`src/hw/rtl/mrpg_pkg.sv`:
```
// Shared widths, constants and types of the mixed rotary phase generator.
package mrpg_pkg;

  // Field widths.
  localparam int unsigned IDX_W      = 10;
  localparam int unsigned FREQ_W     = 20;
  localparam int unsigned GRID_W     = 11;
  localparam int unsigned SCALE_W    = 24;
  localparam int unsigned OUT_W      = 16;
  localparam int unsigned CFG_IDX_W  = 2;
  localparam int unsigned CFG_DATA_W = 24;

  // Register indexes.
  localparam logic [CFG_IDX_W-1:0] REG_GRID_HEIGHT    = 2'd0;
  localparam logic [CFG_IDX_W-1:0] REG_GRID_WIDTH     = 2'd1;
  localparam logic [CFG_IDX_W-1:0] REG_POSITION_SCALE = 2'd2;

  localparam logic [GRID_W-1:0]  GRID_RESET  = 11'd1;
  localparam logic [SCALE_W-1:0] SCALE_RESET = 24'd12582912;

  // Internal datapath widths.
  localparam int unsigned C2_W       = IDX_W + 3;        // doubled centred position
  localparam int unsigned P_W        = C2_W + FREQ_W;    // centred position times frequency
  localparam int unsigned PT_W       = IDX_W + 1 + FREQ_W;
  localparam int unsigned SUM_W      = P_W + SCALE_W + 1;
  localparam int unsigned TERM_SHIFT = 17;
  localparam int unsigned MOD_CELLS  = 21;
  localparam int unsigned MOD_W      = 57;
  localparam int unsigned RED_W      = 36;
  localparam int unsigned RED_SHIFT  = 13;
  localparam int unsigned A_W        = RED_W - RED_SHIFT;
  localparam int unsigned XY_W       = 32;
  localparam int unsigned Z_W        = 32;
  localparam int unsigned Q_SHIFT    = 15;

  localparam int unsigned CORDIC_STAGES = 16;
  localparam int unsigned ATAN_ENTRIES  = 24;
  localparam int unsigned SH_W          = $clog2(CORDIC_STAGES);

  localparam longint unsigned TWO_PI_Q33_VAL = 64'd53972150818;
  localparam logic [MOD_W-1:0] TWO_PI_Q33 = MOD_W'(TWO_PI_Q33_VAL);
  // A multiple of 2*pi that makes every phase sum positive before reduction.
  localparam logic signed [SUM_W-1:0] MOD_OFFSET =
      $signed(SUM_W'(TWO_PI_Q33_VAL << (MOD_CELLS - 1)));

  localparam logic [A_W-1:0] TWO_PI_Q20  = 23'd6588397;
  localparam logic [A_W-1:0] PI_Q20      = 23'd3294199;
  localparam logic [A_W-1:0] HALF_PI_Q20 = 23'd1647099;
  localparam logic [RED_W:0] RND_Q33     = 37'd4096;

  localparam logic signed [XY_W-1:0] GAIN_Q30 = 32'sd652032874;

  localparam logic [31:0] ATAN_Q30 [ATAN_ENTRIES] = '{
    32'd843314857, 32'd497837829, 32'd263043836, 32'd133525158, 32'd67021686,
    32'd33543515,  32'd16775850,  32'd8388437,   32'd4194282,   32'd2097149,
    32'd1048575,   32'd524287,    32'd262143,    32'd131071,    32'd65535,
    32'd32767,     32'd16383,     32'd8191,      32'd4095,      32'd2047,
    32'd1023,      32'd511,       32'd255,       32'd127
  };

  typedef struct packed {
    logic [GRID_W-1:0]  grid_height;
    logic [GRID_W-1:0]  grid_width;
    logic [SCALE_W-1:0] position_scale;
  } cfg_t;

  typedef struct packed {
    logic [IDX_W-1:0]         frame_index;
    logic [IDX_W-1:0]         row_index;
    logic [IDX_W-1:0]         col_index;
    logic signed [FREQ_W-1:0] freq_time;
    logic signed [FREQ_W-1:0] freq_row;
    logic signed [FREQ_W-1:0] freq_col;
  } in_item_t;

  typedef struct packed {
    logic signed [OUT_W-1:0] cosine;
    logic signed [OUT_W-1:0] sine;
  } out_item_t;

  typedef struct packed {
    logic             valid;
    logic [MOD_W-1:0] rem;
  } mod_tok_t;

  typedef struct packed {
    logic                   valid;
    logic                   neg;
    logic signed [XY_W-1:0] x;
    logic signed [XY_W-1:0] y;
    logic signed [Z_W-1:0]  z;
  } cordic_tok_t;

endpackage

```
`src/hw/rtl/mrpg_cordic_cell.sv`:
```
// One rotation-mode CORDIC iteration with its own pipeline register.
module mrpg_cordic_cell import mrpg_pkg::*; (
  input  logic                  clk_i,
  input  logic                  rst_ni,
  input  logic                  en_i,
  input  logic [SH_W-1:0]       shift_i,
  input  logic signed [Z_W-1:0] atan_i,
  input  cordic_tok_t           tok_i,
  output cordic_tok_t           tok_o
);

  logic signed [XY_W-1:0] dx, dy, x_d, y_d, x_q, y_q;
  logic signed [Z_W-1:0]  z_d, z_q;
  logic                   valid_q, neg_q;

  // Arithmetic shifts give floor division by the power of two.
  assign dx = tok_i.y >>> shift_i;
  assign dy = tok_i.x >>> shift_i;

  always_comb begin
    if (tok_i.z >= 0) begin
      x_d = tok_i.x - dx;
      y_d = tok_i.y + dy;
      z_d = tok_i.z - atan_i;
    end else begin
      x_d = tok_i.x + dx;
      y_d = tok_i.y - dy;
      z_d = tok_i.z + atan_i;
    end
  end

  always_ff @(posedge clk_i or negedge rst_ni) begin
    if (!rst_ni) begin
      valid_q <= 1'b0;
    end else if (en_i) begin
      valid_q <= tok_i.valid;
    end
  end

  always_ff @(posedge clk_i) begin
    if (en_i) begin
      x_q   <= x_d;
      y_q   <= y_d;
      z_q   <= z_d;
      neg_q <= tok_i.neg;
    end
  end

  assign tok_o.valid = valid_q;
  assign tok_o.neg   = neg_q;
  assign tok_o.x     = x_q;
  assign tok_o.y     = y_q;
  assign tok_o.z     = z_q;

endmodule

```
`config.mk`:
```
export PLATFORM = sky130hd
export DESIGN_NAME = mrpg_cordic_cell
export DESIGN_NICKNAME = d
export VERILOG_FILES = /design/src/hw/rtl/mrpg_pkg.sv /design/src/hw/rtl/mrpg_cordic_cell.sv
export SDC_FILE = /design/constraint.sdc
export NUM_CORES = 1
export LEC_CHECK = 0
export ABC_AREA = 1
export BUFFER_PORTS_ARGS = -buffer_cell sky130_fd_sc_hd__buf_2
export CORE_ASPECT_RATIO = 0.9
export CORE_MARGIN = 4
export CORE_UTILIZATION = 60
export DETAILED_ROUTE_END_ITERATION = 8
export HOLD_SLACK_MARGIN = 0.02
export PLACE_DENSITY_LB_ADDON = 0.08
export SYNTH_ARGS = -nofsm -noshare
export SYNTH_HDL_FRONTEND = slang
export SYNTH_SLANG_ARGS = --single-unit
```
`constraint.sdc`:
```
create_clock -name clk_i -period 1.15 [get_ports clk_i]
set_input_delay 0 -clock clk_i [delete_from_list [all_inputs] [get_ports clk_i]]
set_output_delay 0 -clock clk_i [all_outputs]
set_load 0.01 [all_outputs]
```
==> results of run 1 <==
## logic make-up after synthesis
group                      after synthesis  synth area share, %
xor gates and xnor gates               145                 9.04
muxes                                    1               0.0802
buffers and inverters                  261                 7.52
adders and majority gates              106                 9.60
and+or+nand+nor                       1399                 42.3
AOI/OAI and AO/OA                      250                 10.5
DFF                                     98                 20.9
## cell usage after synthesis, types with 8 or more instances
cell      count  area share (%)
a21oi_1     100             3.6
a21o_1       16            0.86
inv_1       181             4.8
o21ai_1       8            0.29
o21ai_0      53             1.9
nor3_1       17            0.61
clkbuf_1     22            0.59
nand3_1     408              15
o21bai_1     13            0.69
inv_2         8            0.21
nand3b_1      8            0.43
a31oi_1      19            0.85
buf_1        13            0.35
xnor2_1      38             2.4
nand4_1      29             1.3
nand2_1     721              19
buf_2        28             1.0
nor2_1      201             5.4
edfxtp_1     97              21
ha_1        103             9.2
xor2_1      107             6.7
## stage by stage
stage / setup WS [ns] / hold WS [ns]
2_1_floorplan: -1.94 / -0.296
3_3_place_gp: -2.53 / -0.226
3_5_place_dp: -2.75 / -0.221
==> results.txt, run 1 <==
CTS root buf = clkbuf_16
run-stopping error = [ERROR DPL-0038] Utilization greater than 100%, impossible to legalize
Synth Register Bits = 98
Clock Path Buffers = 2
status = stopped before the end
register area share after synthesis = 20.9%
Failed at = 4_1_cts
post-synthesis cell type count = 48
die height = 153 µm
Post-Synthesis Cells = 2260
Synth async-reset ratio = 1.02%
Post-CTS Setup Bufs = 144
row count = 52
CTS hold repair buffers = 5
dominant synthesized flop cell = edfxtp_1
mean post-synth cell area = 6.21 µm²
io pins = 235
dpl hpwl = 57.8 mm
Die X = 169 µm
port bufs = 234
Placer Congestion = 1.15
CTS buffer count = 9
htree depth = 3
Ys Warns = 0
initial core utilization = 61.7%
DP Area = 21300 µm²
Cells after DPL = 3362
Post-synth EDFFs = 97
# resized after CTS = 959
area of the mapped netlist = 14000 µm²
Clock Sinks = 98
post-synth net total = 2503
==> inputs of run 2 (changes only) <==
- CORE_ASPECT_RATIO: 0.9 -> not set
- CORE_UTILIZATION: 60 -> 40
- HOLD_SLACK_MARGIN: 0.02 -> not set
- PLACE_DENSITY_LB_ADDON: 0.08 -> 0.15
==> results.txt, run 2 <==
GRT Total Usage = 31.2%
Max Cap Viol = 0
antenna violations before repair = 1
synth-to-layout area growth = 80.9%
CTS root buf = clkbuf_16
CTS buffer count = 9
dominant synthesized flop cell = edfxtp_1
Placer Congestion = 1.01
row count = 68
Pleak = 12.4 nW
Fin. Hold Viols = 0
post-route antenna net violation count = 0
post-synth top area share = 20.7%
Max stage delay on crit path = 0.29 ns
register area share after synthesis = 20.9%
area leader, netlist = edfxtp_1
clock slew at reported path FFs = 0.07 ns
die height = 195 µm
slack of the critical path = -2.03 ns
GR Overflow Total = 0
Largest regs = x_q: 32 flops, y_q: 32 flops, z_q: 32 flops
CP Data Required Time = 1.29 ns
Post-Synth XOR/XNOR Area = 9.04%
Slew HR = 74.8%
Die ar. = 38200 µm²
Arr. time, crit path = 3.33 ns
power per cell area = 1090 nW/µm²
Remaining DRCs = 0
post-synthesis mux area share = 0.0802%
Hold Crit Class = in2reg
Worst Tran Pin Value = 0.375 ns
global-route wire length before repair = 96.6 mm
worst vdd rail ir drop = 955 µV
Final TNS setup = -135.42 ns
Synth Area in Compound Gates = 10.5%
Ys Warns = 0
initial core utilization = 40.6%
drt wl/cell = 17.7 µm
Final Cycle Share = 277%
CP max FO = 24
Synth Register Bits = 98
insertion delay to the later sink of the worst-skew pair = 0.39 ns
dpl hpwl = 50.4 mm
crit path cell chain = buf_12 -> buf_12 -> nand2_1 -> nand3_2 -> nand3_2 -> nand2_1 -> nand2_1 -> nand2_2 -> buf_4 -> nor2_4 -> nand2_4 -> buf_4 -> nor2_4 -> nor2_2 -> xnor2_2 -> ha_1 -> a21o_1 -> a31oi_4 -> o21ai_1 -> nand2_1 -> o2111ai_2 -> buf_4 -> xor2_1
Synth Area in Adders = 9.60%
CTS tree = yes
Worst setup SP type = primary input
io pins = 235
layout cells sized above 1 = 51.3%
Hold Slack = 0.0236 ns
Critical Path Sink Type = register
Clock Path Buffers = 2
Most common cell on crit path = nand2_1
Fmax = 314 MHz
Slowest cell on crit path = ha_1
largest family of logic cells by synthesized area = simple AND/OR/NAND/NOR gates
Fillers = 2744
nets@finish = 3428
DR vias/cell = 5.31
status = finished with violations
Post-synth EDFFs = 97
fin crit period = 3.18 ns
htree depth = 3
vias in the first global route = 18800
DP Area = 21600 µm²
commonest non-fill, non-tap cell in the layout = buf_4
top-count cell post-synth = nand2_1
Die X = 195 µm
largest net degree at the start of global routing = 55
core area = 34600 µm²
mean post-synth cell area = 6.21 µm²
post-synthesis cell type count = 48
Synth top cells by count = nand2_1, nand3_1, nor2_1
Clock Sinks = 98
FF-to-FF setup slack = 0.39 ns
RSZ-0062 raised after global routing = yes
failing checks = setup timing
Area contributors post-synth = edfxtp_1, nand2_1, nand3_1
Max Slew Vio Count = 0
fin area = 25400 µm²
Synth async-reset ratio = 1.02%
area of the mapped netlist = 14000 µm²
Routed WL = 64.6 mm
Initial DRC Count = 1383
most frequent cells in the layout = buf_4, nand2_1, nand3_1
Clock Skew = 0 ns
Crit Path Class = in2reg
post-synth net total = 2503
First-pass DRT Iterations = 5
final setup vio count = 93
post-synthesis simple-gate area fraction = 42.3%
vias = 19300
Post-Synthesis Cells = 2260
port bufs = 234
## run 2: kinds of logic after synthesis
family,count (synthesis)
buffers and inverters,261
adder cells (fa/ha/maj),106
AO/OA/AOI/OAI,250
AND/OR/NAND/NOR,1399
flip-flops,98
XOR/XNOR,145
multiplexers,1
## run 2: repair_timing
item                                   in CTS  in global routing
hold buffers                                4                  0
resized for setup                         297                302
setup buffers                              40                 48
endpoints found under the hold margin       3                  0
setup endpoints to repair                  95                 94
pin swaps                                 128                129
cloned                                      4                  3
## run 2: worst paths after layout
path,from,end,cells past startpoint
max,shift_i[0],y_q[24],23
min,tok_i[1],z_q[1],2
max reg2reg,valid_q,valid_q,1
min reg2reg,valid_q,valid_q,1
max in group asynchronous,rst_ni,valid_q,3
min in group asynchronous,rst_ni,valid_q,3
## run 2: cell type report
cell class	count	area (µm²)	share of cell area [%]
Clock buffer	11	233	0.916
Tap cell	455	569	2.24
Timing Repair Buffer	986	7400	29.1
Clock inverter	5	78.8	0.310
Multi-Input combinational cell	1901	13400	52.8
Antenna cell	1	2.50	0.00985
Inverter	189	779	3.07
Sequential cell	98	2940	11.6
## run 2: power breakdown
| part | switching [mW] | total [mW] | internal (mW) |
|---|---|---|---|
| registers | 0.241 | 5.48 | 5.23 |
| logic | 9.72 | 18.6 | 8.89 |
| clock network | 1.57 | 3.48 | 1.91 |
| total | 11.5 | 27.6 | 16.0 |
## run 2: metrics by stage
stage	utilization, %	total power, mW	setup slack, ns	instances
2_1_floorplan	-	13.5	-1.94	2260
3_3_place_gp	62.4	20.8	-2.70	3531
3_5_place_dp	62.4	21.0	-2.78	3531
4_1_cts	68.4	25.9	-1.94	3594
5_1_grt	73.4	29.2	-2.22	3646
6_report	73.4	27.6	-2.03	3646
## run 2: metal layers
layer	track usage (%)	share of wire [%]	up-vias
met2	53.6	48	714
met4	12.6	4.3	0
li1	-	-	9438
met5	0	0	-
met3	3.69	5.2	158
met1	40.0	42	9037
## run 2: critical path: cells and delay by family
family                     cells  cell delay (ns)
and+or+nand+nor               11             1.16
buffers and inverters          5             0.75
AOI/OAI and AO/OA              4             0.71
xor gates and xnor gates       2             0.38
adders and majority gates      1             0.29
Note: power is estimated with default switching activity, not from simulation.
