===== src/hw/rtl/mrpg_pkg.sv =====
// Shared widths, constants and types of the mixed rotary phase generator.
package mrpg_pkg;

  // Field widths.
  localparam int unsigned IDX_W      = 10;
  localparam int unsigned FREQ_W     = 20;
  localparam int unsigned GRID_W     = 11;
  localparam int unsigned SCALE_W    = 24;
  localparam int unsigned OUT_W      = 16;
  localparam int unsigned CFG_IDX_W  = 2;
  localparam int unsigned CFG_DATA_W = 24;

  // Register indexes.
  localparam logic [CFG_IDX_W-1:0] REG_GRID_HEIGHT    = 2'd0;
  localparam logic [CFG_IDX_W-1:0] REG_GRID_WIDTH     = 2'd1;
  localparam logic [CFG_IDX_W-1:0] REG_POSITION_SCALE = 2'd2;

  localparam logic [GRID_W-1:0]  GRID_RESET  = 11'd1;
  localparam logic [SCALE_W-1:0] SCALE_RESET = 24'd12582912;

  // Internal datapath widths.
  localparam int unsigned C2_W       = IDX_W + 3;        // doubled centred position
  localparam int unsigned P_W        = C2_W + FREQ_W;    // centred position times frequency
  localparam int unsigned PT_W       = IDX_W + 1 + FREQ_W;
  localparam int unsigned SUM_W      = P_W + SCALE_W + 1;
  localparam int unsigned TERM_SHIFT = 17;
  localparam int unsigned MOD_CELLS  = 21;
  localparam int unsigned MOD_W      = 57;
  localparam int unsigned RED_W      = 36;
  localparam int unsigned RED_SHIFT  = 13;
  localparam int unsigned A_W        = RED_W - RED_SHIFT;
  localparam int unsigned XY_W       = 32;
  localparam int unsigned Z_W        = 32;
  localparam int unsigned Q_SHIFT    = 15;

  localparam int unsigned CORDIC_STAGES = 16;
  localparam int unsigned ATAN_ENTRIES  = 24;
  localparam int unsigned SH_W          = $clog2(CORDIC_STAGES);

  localparam longint unsigned TWO_PI_Q33_VAL = 64'd53972150818;
  localparam logic [MOD_W-1:0] TWO_PI_Q33 = MOD_W'(TWO_PI_Q33_VAL);
  // A multiple of 2*pi that makes every phase sum positive before reduction.
  localparam logic signed [SUM_W-1:0] MOD_OFFSET =
      $signed(SUM_W'(TWO_PI_Q33_VAL << (MOD_CELLS - 1)));

  localparam logic [A_W-1:0] TWO_PI_Q20  = 23'd6588397;
  localparam logic [A_W-1:0] PI_Q20      = 23'd3294199;
  localparam logic [A_W-1:0] HALF_PI_Q20 = 23'd1647099;
  localparam logic [RED_W:0] RND_Q33     = 37'd4096;

  localparam logic signed [XY_W-1:0] GAIN_Q30 = 32'sd652032874;

  localparam logic [31:0] ATAN_Q30 [ATAN_ENTRIES] = '{
    32'd843314857, 32'd497837829, 32'd263043836, 32'd133525158, 32'd67021686,
    32'd33543515,  32'd16775850,  32'd8388437,   32'd4194282,   32'd2097149,
    32'd1048575,   32'd524287,    32'd262143,    32'd131071,    32'd65535,
    32'd32767,     32'd16383,     32'd8191,      32'd4095,      32'd2047,
    32'd1023,      32'd511,       32'd255,       32'd127
  };

  typedef struct packed {
    logic [GRID_W-1:0]  grid_height;
    logic [GRID_W-1:0]  grid_width;
    logic [SCALE_W-1:0] position_scale;
  } cfg_t;

  typedef struct packed {
    logic [IDX_W-1:0]         frame_index;
    logic [IDX_W-1:0]         row_index;
    logic [IDX_W-1:0]         col_index;
    logic signed [FREQ_W-1:0] freq_time;
    logic signed [FREQ_W-1:0] freq_row;
    logic signed [FREQ_W-1:0] freq_col;
  } in_item_t;

  typedef struct packed {
    logic signed [OUT_W-1:0] cosine;
    logic signed [OUT_W-1:0] sine;
  } out_item_t;

  typedef struct packed {
    logic             valid;
    logic [MOD_W-1:0] rem;
  } mod_tok_t;

  typedef struct packed {
    logic                   valid;
    logic                   neg;
    logic signed [XY_W-1:0] x;
    logic signed [XY_W-1:0] y;
    logic signed [Z_W-1:0]  z;
  } cordic_tok_t;

endpackage


===== src/hw/rtl/mrpg_mod_cell.sv =====
// Reduction cell: subtracts one shifted multiple of 2*pi when it fits.
module mrpg_mod_cell import mrpg_pkg::*; (
  input  logic             clk_i,
  input  logic             rst_ni,
  input  logic             en_i,
  input  logic [MOD_W-1:0] modulus_i,
  input  mod_tok_t         tok_i,
  output mod_tok_t         tok_o
);

  logic             valid_q;
  logic [MOD_W-1:0] rem_d, rem_q;

  assign rem_d = (tok_i.rem >= modulus_i) ? tok_i.rem - modulus_i : tok_i.rem;

  always_ff @(posedge clk_i or negedge rst_ni) begin
    if (!rst_ni) begin
      valid_q <= 1'b0;
    end else if (en_i) begin
      valid_q <= tok_i.valid;
    end
  end

  always_ff @(posedge clk_i) begin
    if (en_i) begin
      rem_q <= rem_d;
    end
  end

  assign tok_o.valid = valid_q;
  assign tok_o.rem   = rem_q;

endmodule


===== config.mk =====
export PLATFORM = sky130hd
export DESIGN_NAME = mrpg_mod_cell
export DESIGN_NICKNAME = d
export VERILOG_FILES = /design/src/hw/rtl/mrpg_pkg.sv /design/src/hw/rtl/mrpg_mod_cell.sv
export SDC_FILE = /design/constraint.sdc
export NUM_CORES = 1
export LEC_CHECK = 0
export ABC_AREA = 1
export BUFFER_PORTS_ARGS = -buffer_cell sky130_fd_sc_hd__buf_2
export CAP_MARGIN = 20
export CORE_MARGIN = 4
export CORE_UTILIZATION = 45
export DETAILED_ROUTE_END_ITERATION = 12
export MAX_ROUTING_LAYER = met4
export PLACE_DENSITY = 0.68
export SETUP_SLACK_MARGIN = 0.05
export SLEW_MARGIN = 20
export SYNTH_ARGS = -nofsm -noshare
export SYNTH_HDL_FRONTEND = slang
export SYNTH_SLANG_ARGS = --single-unit

===== constraint.sdc =====
create_clock -name clk_i -period 1.1 [get_ports clk_i]
set_input_delay 0.165 -clock clk_i [delete_from_list [all_inputs] [get_ports clk_i]]
set_output_delay 0.165 -clock clk_i [all_outputs]
set_load 0.005 [all_outputs]

# Word level (Yosys, flattened, before mapping)
# Cells that the tools add are included.
# totals
latch_bits	0
register_bits	58
word_cells	5
n_memories	0
inputBits	118
out_inout_bits	58
mem_bits_ro	0
ramBits	0
# op_classes
order_cmp	1
add_sub_neg	1
div_mod_pow	0
reduce_logical	0
shift	0
mux	1
mul	0
n_eq_ne	0
bitwise_logic	0
# ops
cell	count
$ge 57x57->1	1
$mux 57	1
$sub 57x57->57	1

# Logic depth before layout (Yosys ltp)
# logic_depth
word_depth	2
mapped_depth	16
depth_no_buf	16

# Least setup slack after synthesis
# OpenSTA, ideal clock, no wires.
# synth_path
path_kind	input to register
startpoint	input port modulus_i[3]
endpoint	register rem_q[49] (data pin)
required_time_ns	0.847
path_stages	16
setup_time_ns	0.253
n_path_buf	2
path_slack_ns	-0.814
arrival_ns	1.661
cell_sequence	inv_1 > ha_1 > nand2_1 > inv_1 > nand2_1 > nand2_1 > nand2_1 > nand3_2 > nand2_1 > nand3_2 > nand2_1 > nand3_2 > buf_6 > buf_6 > nand3_1 > nand2_1
# synth_via
elab_chain_cells	2
word_cells_on_any_way	3
classes_between	add/sub (1); order compare (1); mux (1)
# synth_lines
element	line_no	source
start: declaration	mrpg_mod_cell.sv:6	input logic [MOD_W-1:0] modulus_i,
$sub 57x57->57 / $ge 57x57->1 (equally long branches)	mrpg_mod_cell.sv:14	assign rem_d = (tok_i.rem >= modulus_i) ? tok_i.rem - modulus_i : tok_i.rem;
$mux 57 *	mrpg_mod_cell.sv:14	
via rem_d[49]	mrpg_mod_cell.sv:12	logic [MOD_W-1:0] rem_d, rem_q;
end signal: assignment	mrpg_mod_cell.sv:26	rem_q <= rem_d;
end: declaration	mrpg_mod_cell.sv:12	
# The timed path passes the listed nets; every way through them passes the cells marked *.
# A chain may end at the register's enable or synchronous reset.

# Worst setup path in the final report
# layout_path
startpoint	input port modulus_i[25]
endpoint	register rem_q[25] (data pin)
# Same word-level chain as after synthesis.

==> out/qor.log <==
qor: status.status finished with violations
qor: status.failed_checks negative setup slack
qor: worst_setup_path.cp-start-kind input pin
qor: logic_synthesis.synth.net_count 1589
qor: power_and_ir_drop.power_per_cell_area 963 nW/µm²
qor: placement.gpl.final_weighted_congestion 1.00
qor: layout.final_layout_size_suffix_gt1_share 41.6%
qor: route.route.detailed.drc 0
qor: logic_synthesis.ys_top_cells_by_area sky130_fd_sc_hd__nand2_1 27%, sky130_fd_sc_hd__edfxtp_1 21%, sky130_fd_sc_hd__inv_1 16%
qor: cts.cts-root-buf sky130_fd_sc_hd__clkbuf_16
qor: worst_setup_path.critical_path_peak_fanout 8
qor: worst_setup_path.cell_with_the_largest_stage_delay_on_the_worst_path sky130_fd_sc_hd__ha_4
qor: worst_setup_path.worstPathCellList buf_2 > inv_1 > ha_4 > nand2_1 > nor2_2 > nand2_1 > nor2_4 > nand4_1 > nand3_4 > buf_12 > buf_6 > o21ai_0
qor: min_path.min-delay-path-class in2reg
qor: floorplan.fp.dieH 141 µm
qor: logic_synthesis.synth_enable_flop_cells 57
qor: layout.multiInputGateArea 6260 µm²
qor: floorplan.initial_utilization 46.2%
qor: placement.dpl_worst_slack -1.23 ns
qor: logic_synthesis.yosysWarnings 0
qor: global_route.grtUsageTotal 32.7%
qor: worst_setup_path.cp_num_cells 12
qor: worst_setup_path.crit_path_frequent_cell sky130_fd_sc_hd__nand2_1
qor: floorplan.coreArea 17400 µm²
qor: floorplan.row_count 48
qor: logic_synthesis.synth_flop_cell sky130_fd_sc_hd__edfxtp_1
qor: logic_synthesis.synthesis.instances 1413
qor: route.count_of_vias_placed_by_the_detailed_router 10385
qor: worst_setup_path.critical_path.reg2reg.startpoint valid_q
qor: logic_synthesis.syn_area_per_cell 5.68 µm²
qor: floorplan.ios 176
qor: flow_run.max_cap_viol_count 0
qor: route.routed_length_per_placed_instance 16.5 µm
qor: sta.grt_setup_unrepaired yes
qor: global_route.antenna_violations_before_repair 0
qor: floorplan.floorplan.die_area 20000 µm²
qor: sta.slew_headroom 79.0%
qor: sta.timing.final.max_slew_violations 0
qor: route.drt_pre_antenna_iters 6
qor: power_and_ir_drop.p_leak 7.37 nW
qor: worst_setup_path.critical_path_required 1.19 ns
qor: min_path.min_delay_worst_endpoint valid_q
qor: cts.clock_latency 0.34 ns
qor: route.wirelength 34400 µm
qor: layout.final_cell_area 13100 µm²
qor: floorplan.dieWidth 141 µm
qor: worst_setup_path.cp_top_family simple AND/OR/NAND/NOR gates
qor: min_path.min_path_cells 2
qor: sta.fin_skew 0 ns
qor: route.detailedRoute.firstIterationViolations 811
qor: sta.report.final.hold_viol_count 0
qor: global_route.pin_count_of_the_biggest_net_entering_global_routing 41
qor: worst_setup_path.ff2ff_setup_slack 0.35 ns
qor: cts.cts.sinks 58
qor: worst_setup_path.max_stage_delay 0.29 ns
qor: layout.layout.core_utilization 75.5%
qor: cts.htree_levels 3
qor: worst_setup_path.worst-path-buf-inv 4
qor: worst_setup_path.end_kind flop
qor: logic_synthesis.synthesis_stage_register_bit_count 58
qor: route.per_cell_via_count_in_the_routed_design 4.98
qor: placement.post_dp_cell_area 11900 µm²
qor: route.postRouteAntennaNets 0
qor: cts.clock_path_buffers 2
qor: layout.layout.filler_cells 1411
qor: global_route.gr-total-overflow 0
qor: sta.setup-violations-final 57
qor: placement.numPortBuffers 175
qor: sta.tightest_pin_transition 0.315 ns
qor: sta.finalCritPeriodShare 172%
qor: layout.layout.area.seq 1740 µm²
qor: layout.flow.area_growth_from_synthesis 63.5%
qor: worst_setup_path.reg2regPathDepth 1
qor: sta.worst_hold_slack 0.0607 ns
qor: sta.final.setup.tns -42.74 ns
qor: logic_synthesis.yosysUniqueCellTypes 32
qor: logic_synthesis.async_flop_share 1.72%
qor: logic_synthesis.synth_sequential_area_ratio 21.7%
qor: min_path.hp-start tok_i[57]
qor: sta.period_minus_slack 1.89 ns
qor: worst_setup_path.setup.worst_path.class in2reg
qor: cts.cts.clk_slew.worst_paths 0.06 ns
qor: global_route.first_pass_grt_wire_length 49900 µm
qor: cts.tritoncts yes
qor: worst_setup_path.worst_reg2reg_endpoint valid_q
qor: layout.final_net_count 2033
qor: sta.max_clock_freq 528 MHz
qor: sta.final.setup.worst_slack -0.794 ns
qor: cts.numCtsBuffers 9
qor: logic_synthesis.synthMostInstantiatedCell sky130_fd_sc_hd__nand2_1
qor: power_and_ir_drop.vdd_drop_max 823 µV
qor: logic_synthesis.most_common_library_cells_after_synthesis 582 x sky130_fd_sc_hd__nand2_1, 350 x sky130_fd_sc_hd__inv_1, 92 x sky130_fd_sc_hd__nor2_1, 57 x sky130_fd_sc_hd__edfxtp_1, 57 x sky130_fd_sc_hd__ha_1
qor: worst_setup_path.signal_arrival_time_at_the_worst_endpoint 1.98 ns
qor: global_route.number_of_global_route_vias_before_repair 9694
qor: logic_synthesis.synth.top_cell.area_share 27.2%
qor: logic_synthesis.synth_top_cell_by_area sky130_fd_sc_hd__nand2_1
qor: logic_synthesis.syn-cell-area 8020 µm²
qor: placement.dpl.hpwl 27100 µm
qor: layout.antenna-diode-count 0
per-stage QoR:
stage	std cells	total power, mW
after floorplan	1413	6.01
after global placement	2047	8.60
after detailed placement	2047	8.74
after CTS	2071	12.0
after global routing	2087	13.3
final	2087	12.6
layout make-up:
class,instances,area share (%)
clock buffers,13,1.99
clock inverters,3,0.305
inverters,358,10.3
multi-input cells,978,47.7
flip-flops and latches,58,13.2
well taps,225,2.15
repair buffers,452,24.2
per-layer routing:
| metal | global-route usage [%] | vias up | routed length (µm) |
|---|---|---|---|
| li1 | - | 5141 | - |
| met1 | 45.0 | 4775 | 14900 |
| met2 | 52.2 | 414 | 16000 |
| met3 | 3.54 | 55 | 2710 |
| met4 | 7.22 | 0 | 765 |
| met5 | - | - | 0 |
layout by cell type (no fill, tap or decap), drive strengths merged, types with 2 or more instances in the layout:
cell type    n
nand2      582
buf        449
inv        358
nor2       101
nand3       58
edfxtp      57
ha          57
nand4       41
a21oi       38
o21ai       33
xor2        26
clkbuf      15
nand3b      14
nor3        11
and2         9
xnor2        3
clkinv       2
cells by family (layout without fill, tap and decap cells):
group,Yosys count,in the layout,synth area share [%]
muxes,1,1,0.140
buffers and inverters,377,826,18.4
xor gates and xnor gates,29,29,3.17
AOI/OAI and AO/OA,72,72,4.57
DFF,58,58,21.7
adders and majority gates,58,58,9.14
and+or+nand+nor,818,818,42.9
where the power goes:
group	internal [mW]	switching [mW]	total [mW]
logic	3.04	3.62	6.66
registers	2.85	0.0808	2.93
clock network	1.87	1.15	3.03
worst max-delay path by stage:
stage                  startpoint        end
CTS                 modulus_i[31]  rem_q[55]
floorplan                tok_i[4]  rem_q[49]
global placement         tok_i[0]  rem_q[26]
finish              modulus_i[25]  rem_q[25]
global route        modulus_i[25]  rem_q[43]
detailed placement       tok_i[0]  rem_q[26]
sequential cells by signal, summed over array words and instances, names as in the netlist:
signal,flops
valid_q,1
rem_q,57
what timing repair did:
action,CTS,global route
pin swaps,6,53
gates cloned,1,6
buffers inserted,6,14
hold endpoints to repair,1,0
resized for setup,66,149
hold buffers,1,0
endpoints found under the setup margin,58,62
(Power assumes the default switching activity.)
