--- src/hw/rtl/mrpg_pkg.sv ---
// Shared widths, constants and types of the mixed rotary phase generator.
package mrpg_pkg;

  // Field widths.
  localparam int unsigned IDX_W      = 10;
  localparam int unsigned FREQ_W     = 20;
  localparam int unsigned GRID_W     = 11;
  localparam int unsigned SCALE_W    = 24;
  localparam int unsigned OUT_W      = 16;
  localparam int unsigned CFG_IDX_W  = 2;
  localparam int unsigned CFG_DATA_W = 24;

  // Register indexes.
  localparam logic [CFG_IDX_W-1:0] REG_GRID_HEIGHT    = 2'd0;
  localparam logic [CFG_IDX_W-1:0] REG_GRID_WIDTH     = 2'd1;
  localparam logic [CFG_IDX_W-1:0] REG_POSITION_SCALE = 2'd2;

  localparam logic [GRID_W-1:0]  GRID_RESET  = 11'd1;
  localparam logic [SCALE_W-1:0] SCALE_RESET = 24'd12582912;

  // Internal datapath widths.
  localparam int unsigned C2_W       = IDX_W + 3;        // doubled centred position
  localparam int unsigned P_W        = C2_W + FREQ_W;    // centred position times frequency
  localparam int unsigned PT_W       = IDX_W + 1 + FREQ_W;
  localparam int unsigned SUM_W      = P_W + SCALE_W + 1;
  localparam int unsigned TERM_SHIFT = 17;
  localparam int unsigned MOD_CELLS  = 21;
  localparam int unsigned MOD_W      = 57;
  localparam int unsigned RED_W      = 36;
  localparam int unsigned RED_SHIFT  = 13;
  localparam int unsigned A_W        = RED_W - RED_SHIFT;
  localparam int unsigned XY_W       = 32;
  localparam int unsigned Z_W        = 32;
  localparam int unsigned Q_SHIFT    = 15;

  localparam int unsigned CORDIC_STAGES = 16;
  localparam int unsigned ATAN_ENTRIES  = 24;
  localparam int unsigned SH_W          = $clog2(CORDIC_STAGES);

  localparam longint unsigned TWO_PI_Q33_VAL = 64'd53972150818;
  localparam logic [MOD_W-1:0] TWO_PI_Q33 = MOD_W'(TWO_PI_Q33_VAL);
  // A multiple of 2*pi that makes every phase sum positive before reduction.
  localparam logic signed [SUM_W-1:0] MOD_OFFSET =
      $signed(SUM_W'(TWO_PI_Q33_VAL << (MOD_CELLS - 1)));

  localparam logic [A_W-1:0] TWO_PI_Q20  = 23'd6588397;
  localparam logic [A_W-1:0] PI_Q20      = 23'd3294199;
  localparam logic [A_W-1:0] HALF_PI_Q20 = 23'd1647099;
  localparam logic [RED_W:0] RND_Q33     = 37'd4096;

  localparam logic signed [XY_W-1:0] GAIN_Q30 = 32'sd652032874;

  localparam logic [31:0] ATAN_Q30 [ATAN_ENTRIES] = '{
    32'd843314857, 32'd497837829, 32'd263043836, 32'd133525158, 32'd67021686,
    32'd33543515,  32'd16775850,  32'd8388437,   32'd4194282,   32'd2097149,
    32'd1048575,   32'd524287,    32'd262143,    32'd131071,    32'd65535,
    32'd32767,     32'd16383,     32'd8191,      32'd4095,      32'd2047,
    32'd1023,      32'd511,       32'd255,       32'd127
  };

  typedef struct packed {
    logic [GRID_W-1:0]  grid_height;
    logic [GRID_W-1:0]  grid_width;
    logic [SCALE_W-1:0] position_scale;
  } cfg_t;

  typedef struct packed {
    logic [IDX_W-1:0]         frame_index;
    logic [IDX_W-1:0]         row_index;
    logic [IDX_W-1:0]         col_index;
    logic signed [FREQ_W-1:0] freq_time;
    logic signed [FREQ_W-1:0] freq_row;
    logic signed [FREQ_W-1:0] freq_col;
  } in_item_t;

  typedef struct packed {
    logic signed [OUT_W-1:0] cosine;
    logic signed [OUT_W-1:0] sine;
  } out_item_t;

  typedef struct packed {
    logic             valid;
    logic [MOD_W-1:0] rem;
  } mod_tok_t;

  typedef struct packed {
    logic                   valid;
    logic                   neg;
    logic signed [XY_W-1:0] x;
    logic signed [XY_W-1:0] y;
    logic signed [Z_W-1:0]  z;
  } cordic_tok_t;

endpackage

--- src/hw/rtl/mrpg_fold.sv ---
// Rounds the reduced phase to Q3.20, folds it into [-pi/2, pi/2], seeds the CORDIC.
module mrpg_fold import mrpg_pkg::*; (
  input  logic        clk_i,
  input  logic        rst_ni,
  input  logic        en_i,
  input  mod_tok_t    tok_i,
  output cordic_tok_t tok_o
);

  localparam logic signed [A_W:0] TWO_PI_S  = $signed({1'b0, TWO_PI_Q20});
  localparam logic signed [A_W:0] PI_S      = $signed({1'b0, PI_Q20});
  localparam logic signed [A_W:0] HALF_S    = $signed({1'b0, HALF_PI_Q20});
  localparam logic signed [Z_W-1:0] Z_HALF  = Z_W'(HALF_S) <<< 10;

  logic [RED_W:0]         rnd;
  logic [A_W-1:0]         a_raw, a_wrap;
  logic signed [A_W:0]    a_sgn, a_fold;
  logic                   neg_d, neg_q, valid_q;
  logic signed [Z_W-1:0]  z_d, z_q;

  assign rnd    = {1'b0, tok_i.rem[RED_W-1:0]} + RND_Q33;
  assign a_raw  = rnd[RED_W-1:RED_SHIFT];
  // A rounded phase equal to 2*pi wraps to zero.
  assign a_wrap = (a_raw >= TWO_PI_Q20) ? a_raw - TWO_PI_Q20 : a_raw;
  assign a_sgn  = (a_wrap >= PI_Q20) ? $signed({1'b0, a_wrap}) - TWO_PI_S
                                     : $signed({1'b0, a_wrap});

  always_comb begin
    a_fold = a_sgn;
    neg_d  = 1'b0;
    priority if (a_sgn > HALF_S) begin
      a_fold = a_sgn - PI_S;
      neg_d  = 1'b1;
    end else if (a_sgn < -HALF_S) begin
      a_fold = a_sgn + PI_S;
      neg_d  = 1'b1;
    end else begin
      a_fold = a_sgn;
    end
  end

  assign z_d = Z_W'(a_fold) <<< 10;

  always_ff @(posedge clk_i or negedge rst_ni) begin
    if (!rst_ni) begin
      valid_q <= 1'b0;
    end else if (en_i) begin
      valid_q <= tok_i.valid;
    end
  end

  always_ff @(posedge clk_i) begin
    if (en_i) begin
      z_q   <= z_d;
      neg_q <= neg_d;
    end
  end

  assign tok_o.valid = valid_q;
  assign tok_o.neg   = neg_q;
  assign tok_o.x     = GAIN_Q30;
  assign tok_o.y     = '0;
  assign tok_o.z     = z_q;

`ifndef SYNTH
  // The reduction chain must leave a remainder below 2*pi.
  a_rem_range: assert property (@(posedge clk_i) disable iff (!rst_ni)
    tok_i.valid |-> (tok_i.rem < TWO_PI_Q33))
    else $error("reduced phase not below 2*pi");

  // The folded angle handed to the CORDIC stays within a quarter turn.
  a_fold_range: assert property (@(posedge clk_i) disable iff (!rst_ni)
    tok_o.valid |-> (tok_o.z <= Z_HALF && tok_o.z >= -Z_HALF))
    else $error("folded angle outside [-pi/2, pi/2]");
`endif

endmodule

--- config.mk ---
export PLATFORM = sky130hd
export DESIGN_NAME = mrpg_fold
export DESIGN_NICKNAME = d
export VERILOG_FILES = /design/src/hw/rtl/mrpg_pkg.sv /design/src/hw/rtl/mrpg_fold.sv
export SDC_FILE = /design/constraint.sdc
export NUM_CORES = 1
export LEC_CHECK = 0
export BUFFER_PORTS_ARGS = -buffer_cell sky130_fd_sc_hd__buf_4
export CELL_PAD_IN_SITES_DETAIL_PLACEMENT = 1
export CELL_PAD_IN_SITES_GLOBAL_PLACEMENT = 2
export CORE_UTILIZATION = 30
export CTS_CLUSTER_DIAMETER = 120
export CTS_CLUSTER_SIZE = 25
export DETAILED_ROUTE_END_ITERATION = 6
export PLACE_DENSITY = 0.86
export REMOVE_ABC_BUFFERS = 1
export SYNTH_ARGS = -nofsm -noshare
export SYNTH_HDL_FRONTEND = slang
export SYNTH_SLANG_ARGS = --single-unit
--- constraint.sdc ---
create_clock -name clk_i -period 1.9 [get_ports clk_i]
set_clock_uncertainty 0.05 [all_clocks]
set_input_delay 0.095 -clock clk_i [delete_from_list [all_inputs] [get_ports clk_i]]
set_output_delay 0.095 -clock clk_i [all_outputs]
set_load 0.02 [all_outputs]
Word-level counts from Yosys, hierarchy flattened
Cells that the tools add are included.

Bits in registers: 24. Latch bits: 0. RAM bits: 0. ROM bits: 0. Input bits: 61. Word-level logic and storage cells: 17. Memories: 0.

Add/sub/neg operators: 5. Multipliers: 0. Divide/modulo/power cells: 0. Magnitude comparators: 4. Equality and inequality tests: 0. Shift operators: 0. Multiplexer cells: 5. Bitwise gates (word level): 0. Reduce and logical (&&, ||, !) cells: 0.

Operators with widths (count): $mux 22 (2); $add 36x13->36 const B (1); $gt 24x22->1 const B (1); $lt 24x22->1 const B (1); $mux 24 (1); $sub 23x23->24 const B (1); $ge 23x22->1 const B (1); $ge 23x23->1 const B (1); $mux 23 (1); $sub 23x23->23 const B (1); $add 22x21->22 const B (1); $sub 22x21->22 const B (1); $mux 1 (1).

Logic depth before layout (Yosys ltp)
Gate-level depths: netlist of run 1.

Depth in word-level cells: 8. Gate-level depth with buffers: 30. Gate-level depth less buffers: 24.

Least setup slack after synthesis of run 1
OpenSTA, ideal clock, no wires.

Path type: in2reg. Start: input tok_i[12] (netlist bit). End: register z_q[12] (data pin). Library setup time: 256 ps. Data arrival time: 6191 ps. Data required time: 1594 ps. Slack: -4597 ps. Stages on the path: 28. Cells stage by stage: ha_1 -> buf_1 -> a21o_1 -> a21oi_1 -> o311ai_0 -> or4b_2 -> or4_4 -> buf_6 -> a31o_2 -> buf_6 -> clkbuf_1 -> mux2i_1 -> ha_1 -> a221oi_1 -> o311a_4 -> o21ai_4 -> buf_6 -> buf_2 -> clkbuf_1 -> o21ai_0 -> ha_1 -> o2111ai_1 -> o22ai_1 -> o31ai_2 -> buf_2 -> nor2_1 -> a31o_1 -> a22o_1.

Word-level cells in the longest chain between the ends: 8.

Ends and longest elaborated chain: start, declared (RTL line mrpg_fold.sv:6) `input mod_tok_t tok_i,`; $add 36x13->36 (*) (RTL line mrpg_fold.sv:21) `assign rnd = {1'b0, tok_i.rem[RED_W-1:0]} + RND_Q33;`; $sub 23x23->23 or $ge 23x23->1 (tied branches) (RTL line mrpg_fold.sv:24) `assign a_wrap = (a_raw >= TWO_PI_Q20) ? a_raw - TWO_PI_Q20 : a_raw;`; $mux 23 (*) (RTL line mrpg_fold.sv:24); $sub 23x23->24 or $ge 23x22->1 (tied branches) (RTL line mrpg_fold.sv:25) `assign a_sgn = (a_wrap >= PI_Q20) ? $signed({1'b0, a_wrap}) - TWO_PI_S`; $mux 24 (*) (RTL line mrpg_fold.sv:25); $add 22x21->22 or $lt 24x22->1 (tied branches) (RTL line mrpg_fold.sv:35, mrpg_fold.sv:34); $mux 22 (RTL line mrpg_fold.sv:34) `end else if (a_sgn < -HALF_S) begin`; $mux 22 (*) (RTL line mrpg_fold.sv:31) `priority if (a_sgn > HALF_S) begin`; net a_fold[2] (RTL line mrpg_fold.sv:17) `logic signed [A_W:0] a_sgn, a_fold;`; end signal, assigned (RTL line mrpg_fold.sv:54) `z_q <= z_d;`; end, declared (RTL line mrpg_fold.sv:19) `logic signed [Z_W-1:0] z_d, z_q;`.

The timed path passes the listed nets; every way through them passes the cells marked *. A chain may end at the register's enable or synchronous reset.

Worst setup path in the final report of run 1
Start: input tok_i[12] (netlist bit). End: register z_q[11] (data pin).

The elaborated chain is that of the path after synthesis.

==> results of run 1 <==
==> cell usage after synthesis, types with 5 or more instances <==
master / n / area, um2
sky130_fd_sc_hd__a211oi_1: 12 / 90.1
sky130_fd_sc_hd__a21o_1: 5 / 37.5
sky130_fd_sc_hd__a21oi_1: 33 / 165
sky130_fd_sc_hd__a311oi_1: 6 / 52.6
sky130_fd_sc_hd__a31o_2: 5 / 43.8
sky130_fd_sc_hd__a31oi_1: 18 / 113
sky130_fd_sc_hd__and2_1: 11 / 68.8
sky130_fd_sc_hd__and3_1: 14 / 87.6
sky130_fd_sc_hd__buf_2: 16 / 80.1
sky130_fd_sc_hd__buf_4: 77 / 578
sky130_fd_sc_hd__clkbuf_1: 12 / 45.0
sky130_fd_sc_hd__edfxtp_1: 23 / 691
sky130_fd_sc_hd__ha_1: 7 / 87.6
sky130_fd_sc_hd__inv_1: 10 / 37.5
sky130_fd_sc_hd__mux2_2: 6 / 67.6
sky130_fd_sc_hd__mux2i_1: 5 / 50.1
sky130_fd_sc_hd__nand2_1: 41 / 154
sky130_fd_sc_hd__nand3_1: 31 / 155
sky130_fd_sc_hd__nand4_1: 18 / 113
sky130_fd_sc_hd__nor2_1: 58 / 218
sky130_fd_sc_hd__nor3_1: 24 / 120
sky130_fd_sc_hd__nor4_1: 11 / 68.8
sky130_fd_sc_hd__o211ai_1: 6 / 45.0
sky130_fd_sc_hd__o21ai_0: 33 / 165
sky130_fd_sc_hd__o21ai_1: 5 / 25.0
sky130_fd_sc_hd__o22ai_1: 10 / 62.6
sky130_fd_sc_hd__o31a_1: 5 / 43.8
sky130_fd_sc_hd__o31ai_1: 7 / 52.6
sky130_fd_sc_hd__o32ai_1: 5 / 43.8
sky130_fd_sc_hd__or2_2: 9 / 56.3
sky130_fd_sc_hd__or3_1: 11 / 68.8
sky130_fd_sc_hd__or4_1: 8 / 60.1
sky130_fd_sc_hd__xnor2_1: 53 / 464
sky130_fd_sc_hd__xor2_1: 28 / 245
==> sequential cells by signal, summed over array words and instances (netlist names) <==
signal / count
neg_q: 1
valid_q: 1
z_q: 22
==> area by class of cell <==
| cell class | instances | area (um2) |
|---|---|---|
| clock buffers | 4 | 78.8 |
| flip-flops and latches | 24 | 716 |
| repair buffers | 442 | 3540 |
| well taps | 234 | 293 |
| inverters | 10 | 37.5 |
| multi-input cells | 673 | 5450 |
| fillers | 2215 | 8600 |
==> power groups by stage <==
stage / Sequential (mW) / Clock [mW] / Combinational, mW
2_1_floorplan: 0.954 / 0 / 1.30
3_3_place_gp: 0.792 / 0 / 2.78
3_5_place_dp: 0.797 / 0 / 2.88
4_1_cts: 0.787 / 0.476 / 3.28
5_1_grt: 0.801 / 0.512 / 3.95
6_report: 0.791 / 0.488 / 3.77
==> stage by stage <==
step / setup WS, ps / total power, mW / hold WS, ps / TNS (ps)
detailed placement: -4330 / 3.67 / -178 / -96550
global route: -3960 / 5.26 / 16.5 / -89090
floorplan: -5290 / 2.26 / -251 / -119100
global placement: -4180 / 3.57 / -179 / -93120
CTS: -3390 / 4.54 / 12.1 / -76310
finish: -3840 / 5.05 / 12.7 / -86690
==> layer usage <==
| metal | part of all wire | GRT usage | vias to the layer above |
|---|---|---|---|
| met4 | 0.073 | 0.195 | 0 |
| met3 | 0.037 | 0.0267 | 171 |
| met2 | 0.53 | 0.545 | 367 |
| li1 | - | - | 3513 |
| met1 | 0.36 | 0.297 | 3989 |
| met5 | 0 | 0 | - |
==> worst min path at each step <==
stage,start,slack (ps),to
4_1_cts,tok_i[57],10,valid_q$_DFFE_PN0P_
2_1_floorplan,rst_ni,-250,valid_q$_DFFE_PN0P_
3_3_place_gp,rst_ni,-180,valid_q$_DFFE_PN0P_
3_5_place_dp,rst_ni,-180,valid_q$_DFFE_PN0P_
6_report,tok_i[57],10,valid_q$_DFFE_PN0P_
5_1_grt,tok_i[57],20,valid_q$_DFFE_PN0P_
==> cell families (layout without fill, tap and decap cells) <==
kind of cell | Yosys count | in the layout | synth area share
adders and majority gates | 7 | 7 | 0.0153
DFF | 24 | 24 | 0.125
muxes | 12 | 12 | 0.0230
and+or+nand+nor | 278 | 279 | 0.277
xor gates and xnor gates | 83 | 83 | 0.130
buffers and inverters | 120 | 456 | 0.137
other | 2 | 74 | 0.00132
AOI/OAI and AO/OA | 218 | 218 | 0.291
==> layout by cell type, fill, tap and decap left out, types with 5 or more instances in the layout <==
master | netlist | layout
sky130_fd_sc_hd__nor2_1 | 58 | 49
sky130_fd_sc_hd__a21o_1 | 5 | 5
sky130_fd_sc_hd__o31a_1 | 5 | 5
sky130_fd_sc_hd__buf_6 | 3 | 26
sky130_fd_sc_hd__o211ai_1 | 6 | 6
sky130_fd_sc_hd__or2_2 | 9 | 9
sky130_fd_sc_hd__nand2_1 | 41 | 37
sky130_fd_sc_hd__buf_4 | 77 | 402
sky130_fd_sc_hd__nor3_1 | 24 | 17
sky130_fd_sc_hd__inv_1 | 10 | 10
sky130_fd_sc_hd__edfxtp_1 | 23 | 23
sky130_fd_sc_hd__o21ai_2 | 0 | 6
sky130_fd_sc_hd__o21ai_0 | 33 | 25
sky130_fd_sc_hd__a21oi_1 | 33 | 22
sky130_fd_sc_hd__a211oi_1 | 12 | 6
sky130_fd_sc_hd__a31oi_4 | 1 | 8
sky130_fd_sc_hd__nand4_1 | 18 | 18
sky130_fd_sc_hd__buf_8 | 0 | 7
sky130_fd_sc_hd__a31oi_1 | 18 | 9
sky130_fd_sc_hd__nor4_1 | 11 | 6
sky130_fd_sc_hd__xnor2_1 | 53 | 48
sky130_fd_sc_hd__or4_4 | 2 | 7
sky130_fd_sc_hd__nor3_2 | 1 | 5
sky130_fd_sc_hd__nor2_4 | 0 | 5
sky130_fd_sc_hd__xor2_1 | 28 | 28
sky130_fd_sc_hd__ha_1 | 7 | 5
sky130_fd_sc_hd__o21ai_1 | 5 | 7
sky130_fd_sc_hd__mux2_2 | 6 | 5
sky130_fd_sc_hd__conb_1 | 2 | 74
sky130_fd_sc_hd__a21oi_4 | 1 | 5
sky130_fd_sc_hd__nor4_2 | 3 | 7
sky130_fd_sc_hd__or3_1 | 11 | 9
sky130_fd_sc_hd__and3_1 | 14 | 11
sky130_fd_sc_hd__and2_1 | 11 | 9
sky130_fd_sc_hd__nand3_1 | 31 | 30
sky130_fd_sc_hd__xnor2_2 | 1 | 5
sky130_fd_sc_hd__a211oi_2 | 3 | 5
sky130_fd_sc_hd__a21oi_2 | 1 | 8
==> critical path: cells and delay by family <==
kind	cells	cell delay, ps
AOI/OAI and AO/OA	12	2490
and+or+nand+nor	4	350
muxes	1	270
buffers and inverters	15	2480
==> timing repair <==
item,4_1_cts,5_1_grt
pin swaps,56,58
gates cloned,3,1
hold buffers,1,0
gates resized for setup,144,77
endpoints found under the hold margin,1,0
setup endpoints to repair,23,23
buffers inserted,43,20
==> results.cfg, run 1 <==
[setup_path]
reg2reg_to = valid_q$_DFFE_PN0P_
cp-start-kind = input pin
crit_top_cell = sky130_fd_sc_hd__buf_4
critPathMaxFanout = 9
critical_path.startpoint = tok_i[12]
timing.setup.critical_path_class = in -> reg
timing.rr.start = valid_q$_DFFE_PN0P_
crit_path_top_delay_cell = sky130_fd_sc_hd__a211oi_1
register_to_register_path_depth = 1
worst_ep_required_time_ps = 1870
worst_path_largest_cell_delay_ps = 360
worst_setup_path_end = z_q[11]$_DFFE_PP_
critical_path.endpoint_type = flip-flop
cp.arrival_ps = 5710
ff2ff_setup_slack_ps = 1100

[layout]
final_net_count = 1222
area_growth_syn_to_layout_pct = 77.0
finish.cell_count_without_fillers = 1387
share_of_final_layout_standard_cells_stronger_than_drive_strength_1 = 0.534
final_core_util = 0.540
finish.instance_area_um2 = 10100
n_antenna_cell = 0

[power]
cell_internal_pwr_mw = 2.76
power_frac_comb = 0.747
net-switching-power_mw = 2.29
power.density_cell_area_nw_per_um2 = 500
ir_worst_vdd_v = 0.000331
leakagePower_nw = 4.27
power_frac_clock = 0.097
p_seq_frac = 0.157
p_sw_frac = 0.454

[synth]
syn-cell-area_um2 = 5710
ys_warn_count = 0
synthDistinctLibCells = 102
synth_enable_flop_cells = 23
synth_seq_cells = 24
synth_area_per_cell_um2 = 7.67
synth_cells = 744
synth-async-reset-ratio = 0.0417
ys_seq_area_frac = 0.125
yosys_most_used_dff = sky130_fd_sc_hd__edfxtp_1

[floorplanning]
row_count = 50
initial_util = 0.305
io_pins = 159
die_x_um = 140
die-area_um2 = 19600
floorplan.die.height_um = 140
coreArea_um2 = 18700

[clocking]
numClockSinks = 24
root_buffer = sky130_fd_sc_hd__clkbuf_16
cts_max_path_buffers = 2
htree_num_levels = 1
tritoncts = yes
cts_inserted_buffers = 3
clk_pin_slew_ps = 60
clock_insertion_delay_worst_skew_ps = 270

[grt]
grt_max_degree = 25
gr-usage-all-layers = 0.287
global_route.overflow_total = 0
first_global_vias = 8474
grt_antenna_before_repair = 0
first_pass_grt_wire_length_um = 44800

[drt]
drt_pass1_iterations = 4
route.final.wire_length_um = 31800
post-route-drc-count = 0
antenna_violating_nets_post_route = 0
wire_per_inst_um = 22.9
num_vias = 8040
detailedRoute.firstIterationViolations = 423
via_per_inst = 5.80

[timing]
maxClockFrequency_ghz = 0.174
finalSetupViolations = 23
timing.final.max_slew_violations = 0
finalCriticalPeriod_ps = 5740
final-hold-violation-count = 0
slew-limit-headroom = 0.445
final_critical_path_setup_slack_ps = -3840
period_share = 3.02
tightest_slew_ps = 825
setup_repair_after_global_routing_missed_its_margin = yes

[worst_hold_path]
holdPathStages = 2
hold_path_class = in -> reg

[placed_design]
post-dp-hpwl_um = 19100
port_buffers = 51
place.detailed.instances = 1317
postPlaceCellArea_um2 = 8370
gp_congestion = 0.943

[job]
maxCapViolCount = 0

[status]
failed_checks = setup timing
run_status = finished, violations left
Power figures use the tool's default switching activity.
==> inputs of run 2 (changes only) <==
- RECOVER_POWER: default -> 100
==> results.cfg, run 2 (synthesis results as in run 1) <==
[grt]
grt_max_degree = 25
first_global_vias = 8474
global_route.overflow_total = 0
grt_antenna_before_repair = 0
gr-usage-all-layers = 0.287
first_pass_grt_wire_length_um = 44800

[drt]
drt_pass1_iterations = 5
route.final.wire_length_um = 31700
detailedRoute.firstIterationViolations = 480
via_per_inst = 5.80
antenna_violating_nets_post_route = 0
wire_per_inst_um = 22.9
post-route-drc-count = 0
num_vias = 8043

[timing]
finalCriticalPeriod_ps = 5730
period_share = 3.02
tightest_slew_ps = 1330
slew-limit-headroom = 0.114
finalSetupViolations = 23
timing.final.max_slew_violations = 0
setup_repair_after_global_routing_missed_its_margin = yes
final-hold-violation-count = 0
maxClockFrequency_ghz = 0.174
setup_tns_ps = -86620
final_critical_path_setup_slack_ps = -3840

[layout]
area_growth_syn_to_layout_pct = 75.4
largest_registers = z_q x22, neg_q x1, valid_q x1
mostFrequentLayoutCell = sky130_fd_sc_hd__buf_4
share_of_final_layout_standard_cells_stronger_than_drive_strength_1 = 0.513
n_antenna_cell = 0
largest_reg_flops = 22
final_net_count = 1222
finish.cell_count_without_fillers = 1387
most-common-layout-cells = sky130_fd_sc_hd__buf_4, sky130_fd_sc_hd__conb_1, sky130_fd_sc_hd__nor2_1
registers.top_by_ff_count = z_q

[clocking]
tritoncts = yes
cts_max_path_buffers = 2
numClockSinks = 24
clock_insertion_delay_worst_skew_ps = 270
cts_inserted_buffers = 3
htree_num_levels = 1
root_buffer = sky130_fd_sc_hd__clkbuf_16
clk_pin_slew_ps = 60

[setup_path]
crit_top_cell = sky130_fd_sc_hd__buf_4
crit_path_top_delay_cell = sky130_fd_sc_hd__a211oi_1
timing.setup.critical_path_class = in -> reg
cp-start-kind = input pin
cp.buffers_inverters = 15
critPathMaxFanout = 9
critical-path-top-delay-family = compound AO/OA/AOI/OAI gates
critical_path.endpoint_type = flip-flop
cp.arrival_ps = 5710
worst_path_largest_cell_delay_ps = 370
worst_ep_required_time_ps = 1870

[floorplanning]
initial_util = 0.305
floorplan.die.height_um = 140
io_pins = 159
coreArea_um2 = 18700
die_x_um = 140
row_count = 50
die-area_um2 = 19600

[placed_design]
gp_congestion = 0.943
post-dp-hpwl_um = 19100
place.detailed.instances = 1317
port_buffers = 51
placement.setup.worst_slack_ps = -4330

[status]
failed_checks = setup timing
run_status = finished, violations left

[power]
power.density_cell_area_nw_per_um2 = 494
ir_worst_vdd_v = 0.000339
leakagePower_nw = 4.17

[job]
maxCapViolCount = 0

[worst_hold_path]
hold_path_class = in -> reg
-- run 2: changes by cell type in the layout (fill, tap and decap cells not counted) --
cell	change
sky130_fd_sc_hd__clkbuf_1	+25
sky130_fd_sc_hd__clkbuf_4	+1
sky130_fd_sc_hd__buf_4	-26
-- run 2: final cells by class --
cell class / instances / area [um2]
fillers: 2235 / 8690
multi-input cells: 673 / 5450
well taps: 234 / 293
inverters: 10 / 37.5
clock buffers: 4 / 78.8
repair buffers: 442 / 3440
flip-flops and latches: 24 / 716
-- run 2: worst paths after layout --
kind / slack (ps) / start / cells after the start / to
max reg2reg: 1100 / valid_q$_DFFE_PN0P_ / 1 / valid_q$_DFFE_PN0P_
max: -3840 / tok_i[12] / 32 / z_q[11]$_DFFE_PP_
min: 10 / tok_i[57] / 2 / valid_q$_DFFE_PN0P_
min in group asynchronous: 110 / rst_ni / 2 / valid_q$_DFFE_PN0P_
min reg2reg: 470 / valid_q$_DFFE_PN0P_ / 1 / valid_q$_DFFE_PN0P_
max in group asynchronous: 1600 / rst_ni / 2 / valid_q$_DFFE_PN0P_
-- run 2: repair_timing --
| action | CTS | global route |
|---|---|---|
| pin swaps | 56 | 58 |
| hold buffers | 1 | 0 |
| cloned | 3 | 1 |
| endpoints found under the setup margin | 23 | 23 |
| buffers inserted | 43 | 20 |
| hold endpoints to repair | 1 | 0 |
| gates resized for setup | 144 | 77 |
-- run 2: stage by stage --
stage	hold WS (ps)	total power, mW	area [um2]	util
4_1_cts	12.1	4.54	9560	0.511
5_1_grt	16.6	5.16	10000	0.535
6_report	14.9	4.95	10000	0.535
2_1_floorplan	-251	2.26	5240	-
3_3_place_gp	-179	3.57	8370	0.447
3_5_place_dp	-178	3.67	8370	0.447
-- run 2: layer usage --
| layer | up-vias | track usage | part of all wire |
|---|---|---|---|
| met3 | 185 | 0.0267 | 0.040 |
| met2 | 386 | 0.545 | 0.52 |
| met4 | 0 | 0.195 | 0.076 |
| met5 | - | 0 | 0 |
| met1 | 3954 | 0.297 | 0.36 |
| li1 | 3518 | - | - |
-- run 2: power breakdown --
group	internal, mW	switching (mW)
Combinational	1.62	2.05
Sequential	0.753	0.0346
Clock	0.288	0.198
==> inputs of run 3 (changes only) <==
- REMOVE_ABC_BUFFERS: 1 -> default
==> results.cfg, run 3 (synthesis results as in run 1) <==
[setup_path]
cp-start-kind = input pin
worst_path_largest_cell_delay_ps = 670
crit_top_cell = sky130_fd_sc_hd__buf_4
critical_path.endpoint_type = flip-flop
crit_path_top_delay_cell = sky130_fd_sc_hd__or4_1
worst_ep_required_time_ps = 1860
reg2reg_to = valid_q$_DFFE_PN0P_
ff2ff_setup_slack_ps = 1110
timing.setup.critical_path_class = in -> reg
cp.arrival_ps = 5650
register_to_register_path_depth = 1
critPathMaxFanout = 6
timing.rr.start = valid_q$_DFFE_PN0P_

[layout]
mostFrequentLayoutCell = sky130_fd_sc_hd__buf_4
n_antenna_cell = 0
area_growth_syn_to_layout_pct = 77.0
largest_registers = z_q x22, neg_q x1, valid_q x1
final_net_count = 1219
share_of_final_layout_standard_cells_stronger_than_drive_strength_1 = 0.523
most-common-layout-cells = sky130_fd_sc_hd__buf_4, sky130_fd_sc_hd__conb_1, sky130_fd_sc_hd__nor2_1
registers.top_by_ff_count = z_q
largest_reg_flops = 22

[timing]
holdWs_ps = 19.2
final-hold-violation-count = 0
finalSetupViolations = 23
maxClockFrequency_ghz = 0.175
finalCriticalPeriod_ps = 5700
timing.final.max_slew_violations = 0
tightest_slew_ps = 1230
period_share = 3.00
setup_repair_after_global_routing_missed_its_margin = yes
final_critical_path_setup_slack_ps = -3800
slew-limit-headroom = 0.179

[placed_design]
gp_congestion = 0.905
port_buffers = 51
post-dp-hpwl_um = 19100

[clocking]
numClockSinks = 24
tritoncts = yes
cts_inserted_buffers = 3
root_buffer = sky130_fd_sc_hd__clkbuf_16
cts_max_path_buffers = 2
htree_num_levels = 1
clock_insertion_delay_worst_skew_ps = 260
clk_pin_slew_ps = 60

[worst_hold_path]
hold_path.startpoint = tok_i[57]
holdPathStages = 2
min_delay_worst_endpoint = valid_q$_DFFE_PN0P_
hold_path_class = in -> reg

[grt]
grt_antenna_before_repair = 0
first_global_vias = 8030
first_pass_grt_wire_length_um = 41000
gr-usage-all-layers = 0.258
grt_max_degree = 25
global_route.overflow_total = 0

[power]
ir_worst_vdd_v = 0.000366
power.density_cell_area_nw_per_um2 = 508
leakagePower_nw = 4.19
design_power_total_mw = 5.13

[drt]
post-route-drc-count = 0
route.final.wire_length_um = 30400
detailedRoute.firstIterationViolations = 445
via_per_inst = 5.72
num_vias = 7920
antenna_violating_nets_post_route = 0
drt_pass1_iterations = 4
wire_per_inst_um = 22.0

[floorplanning]
row_count = 50
coreArea_um2 = 18700
die-area_um2 = 19600
initial_util = 0.305
die_x_um = 140
io_pins = 159
floorplan.die.height_um = 140

[status]
run_status = finished, violations left
failed_checks = setup timing

[job]
maxCapViolCount = 0
run 3: cell types whose count changed in the layout (fill, tap and decap cells not counted), moves of 4 or more:
cell / delta
sky130_fd_sc_hd__nor3_2: -4
sky130_fd_sc_hd__nor4_2: -4
sky130_fd_sc_hd__xnor2_1: -4
sky130_fd_sc_hd__buf_4: +11
sky130_fd_sc_hd__ha_1: -4
sky130_fd_sc_hd__buf_6: -12
run 3: report_power, final:
part	total, mW	leakage [nW]	internal (mW)	switching, mW
Sequential	0.785	0.237	0.753	0.0321
Clock	0.498	0.0442	0.322	0.176
Combinational	3.85	3.91	1.74	2.12
run 3: layer usage:
metal / track usage / share of wire / vias to the layer above
li1: - / - / 3518
met1: 0.287 / 0.36 / 3909
met2: 0.497 / 0.54 / 344
met3: 0.0137 / 0.034 / 149
met4: 0.124 / 0.065 / 0
met5: 0 / 0 / -
run 3: cell type report:
class,instances,area [um2]
Fill cell,2226,8600
Sequential cell,24,716
Timing Repair Buffer,439,3370
Clock buffer,4,88.8
Inverter,10,37.5
Tap cell,234,293
Multi-Input combinational cell,673,5600
run 3: repair_timing:
item                       in CTS  in global routing
setup endpoints to repair      23                 23
setup buffers                  31                 31
resized for setup             104                 93
cloned                          3                  0
hold endpoints to repair        1                  0
hold buffers                    1                  0
pin swaps                      39                 68
run 3: how the worst max path moves through the flow:
stage | slack (ps) | depth (start not counted) | from | endpoint
2_1_floorplan | -3810 | 29 | tok_i[18] | z_q[30]$_DFFE_PP_
5_1_grt | -3980 | 25 | tok_i[13] | z_q[26]$_DFFE_PP_
3_5_place_dp | -4380 | 21 | tok_i[12] | z_q[11]$_DFFE_PP_
3_3_place_gp | -4160 | 21 | tok_i[12] | z_q[11]$_DFFE_PP_
6_report | -3800 | 25 | tok_i[13] | z_q[26]$_DFFE_PP_
4_1_cts | -3610 | 24 | tok_i[13] | z_q[30]$_DFFE_PP_
run 3: critical path, delay by kind of cell:
family / cells / cell delay, ps
XOR/XNOR: 2 / 350
adder cells (fa/ha/maj): 1 / 150
buffers and inverters: 7 / 970
AO/OA/AOI/OAI: 10 / 2460
AND/OR/NAND/NOR: 5 / 1630
run 3: metrics by stage:
| stage | instance area (um2) | setup TNS, ps | instances | setup slack (ps) | util |
|---|---|---|---|---|---|
| finish | 10100 | -85000 | 1384 | -3800 | 0.540 |
| CTS | 9470 | -81050 | 1355 | -3610 | 0.506 |
| global placement | 8550 | -93250 | 1316 | -4160 | 0.457 |
| floorplan | 6190 | -85670 | 816 | -3810 | - |
| global route | 10100 | -88520 | 1384 | -3980 | 0.540 |
| detailed placement | 8550 | -97880 | 1316 | -4380 | 0.457 |
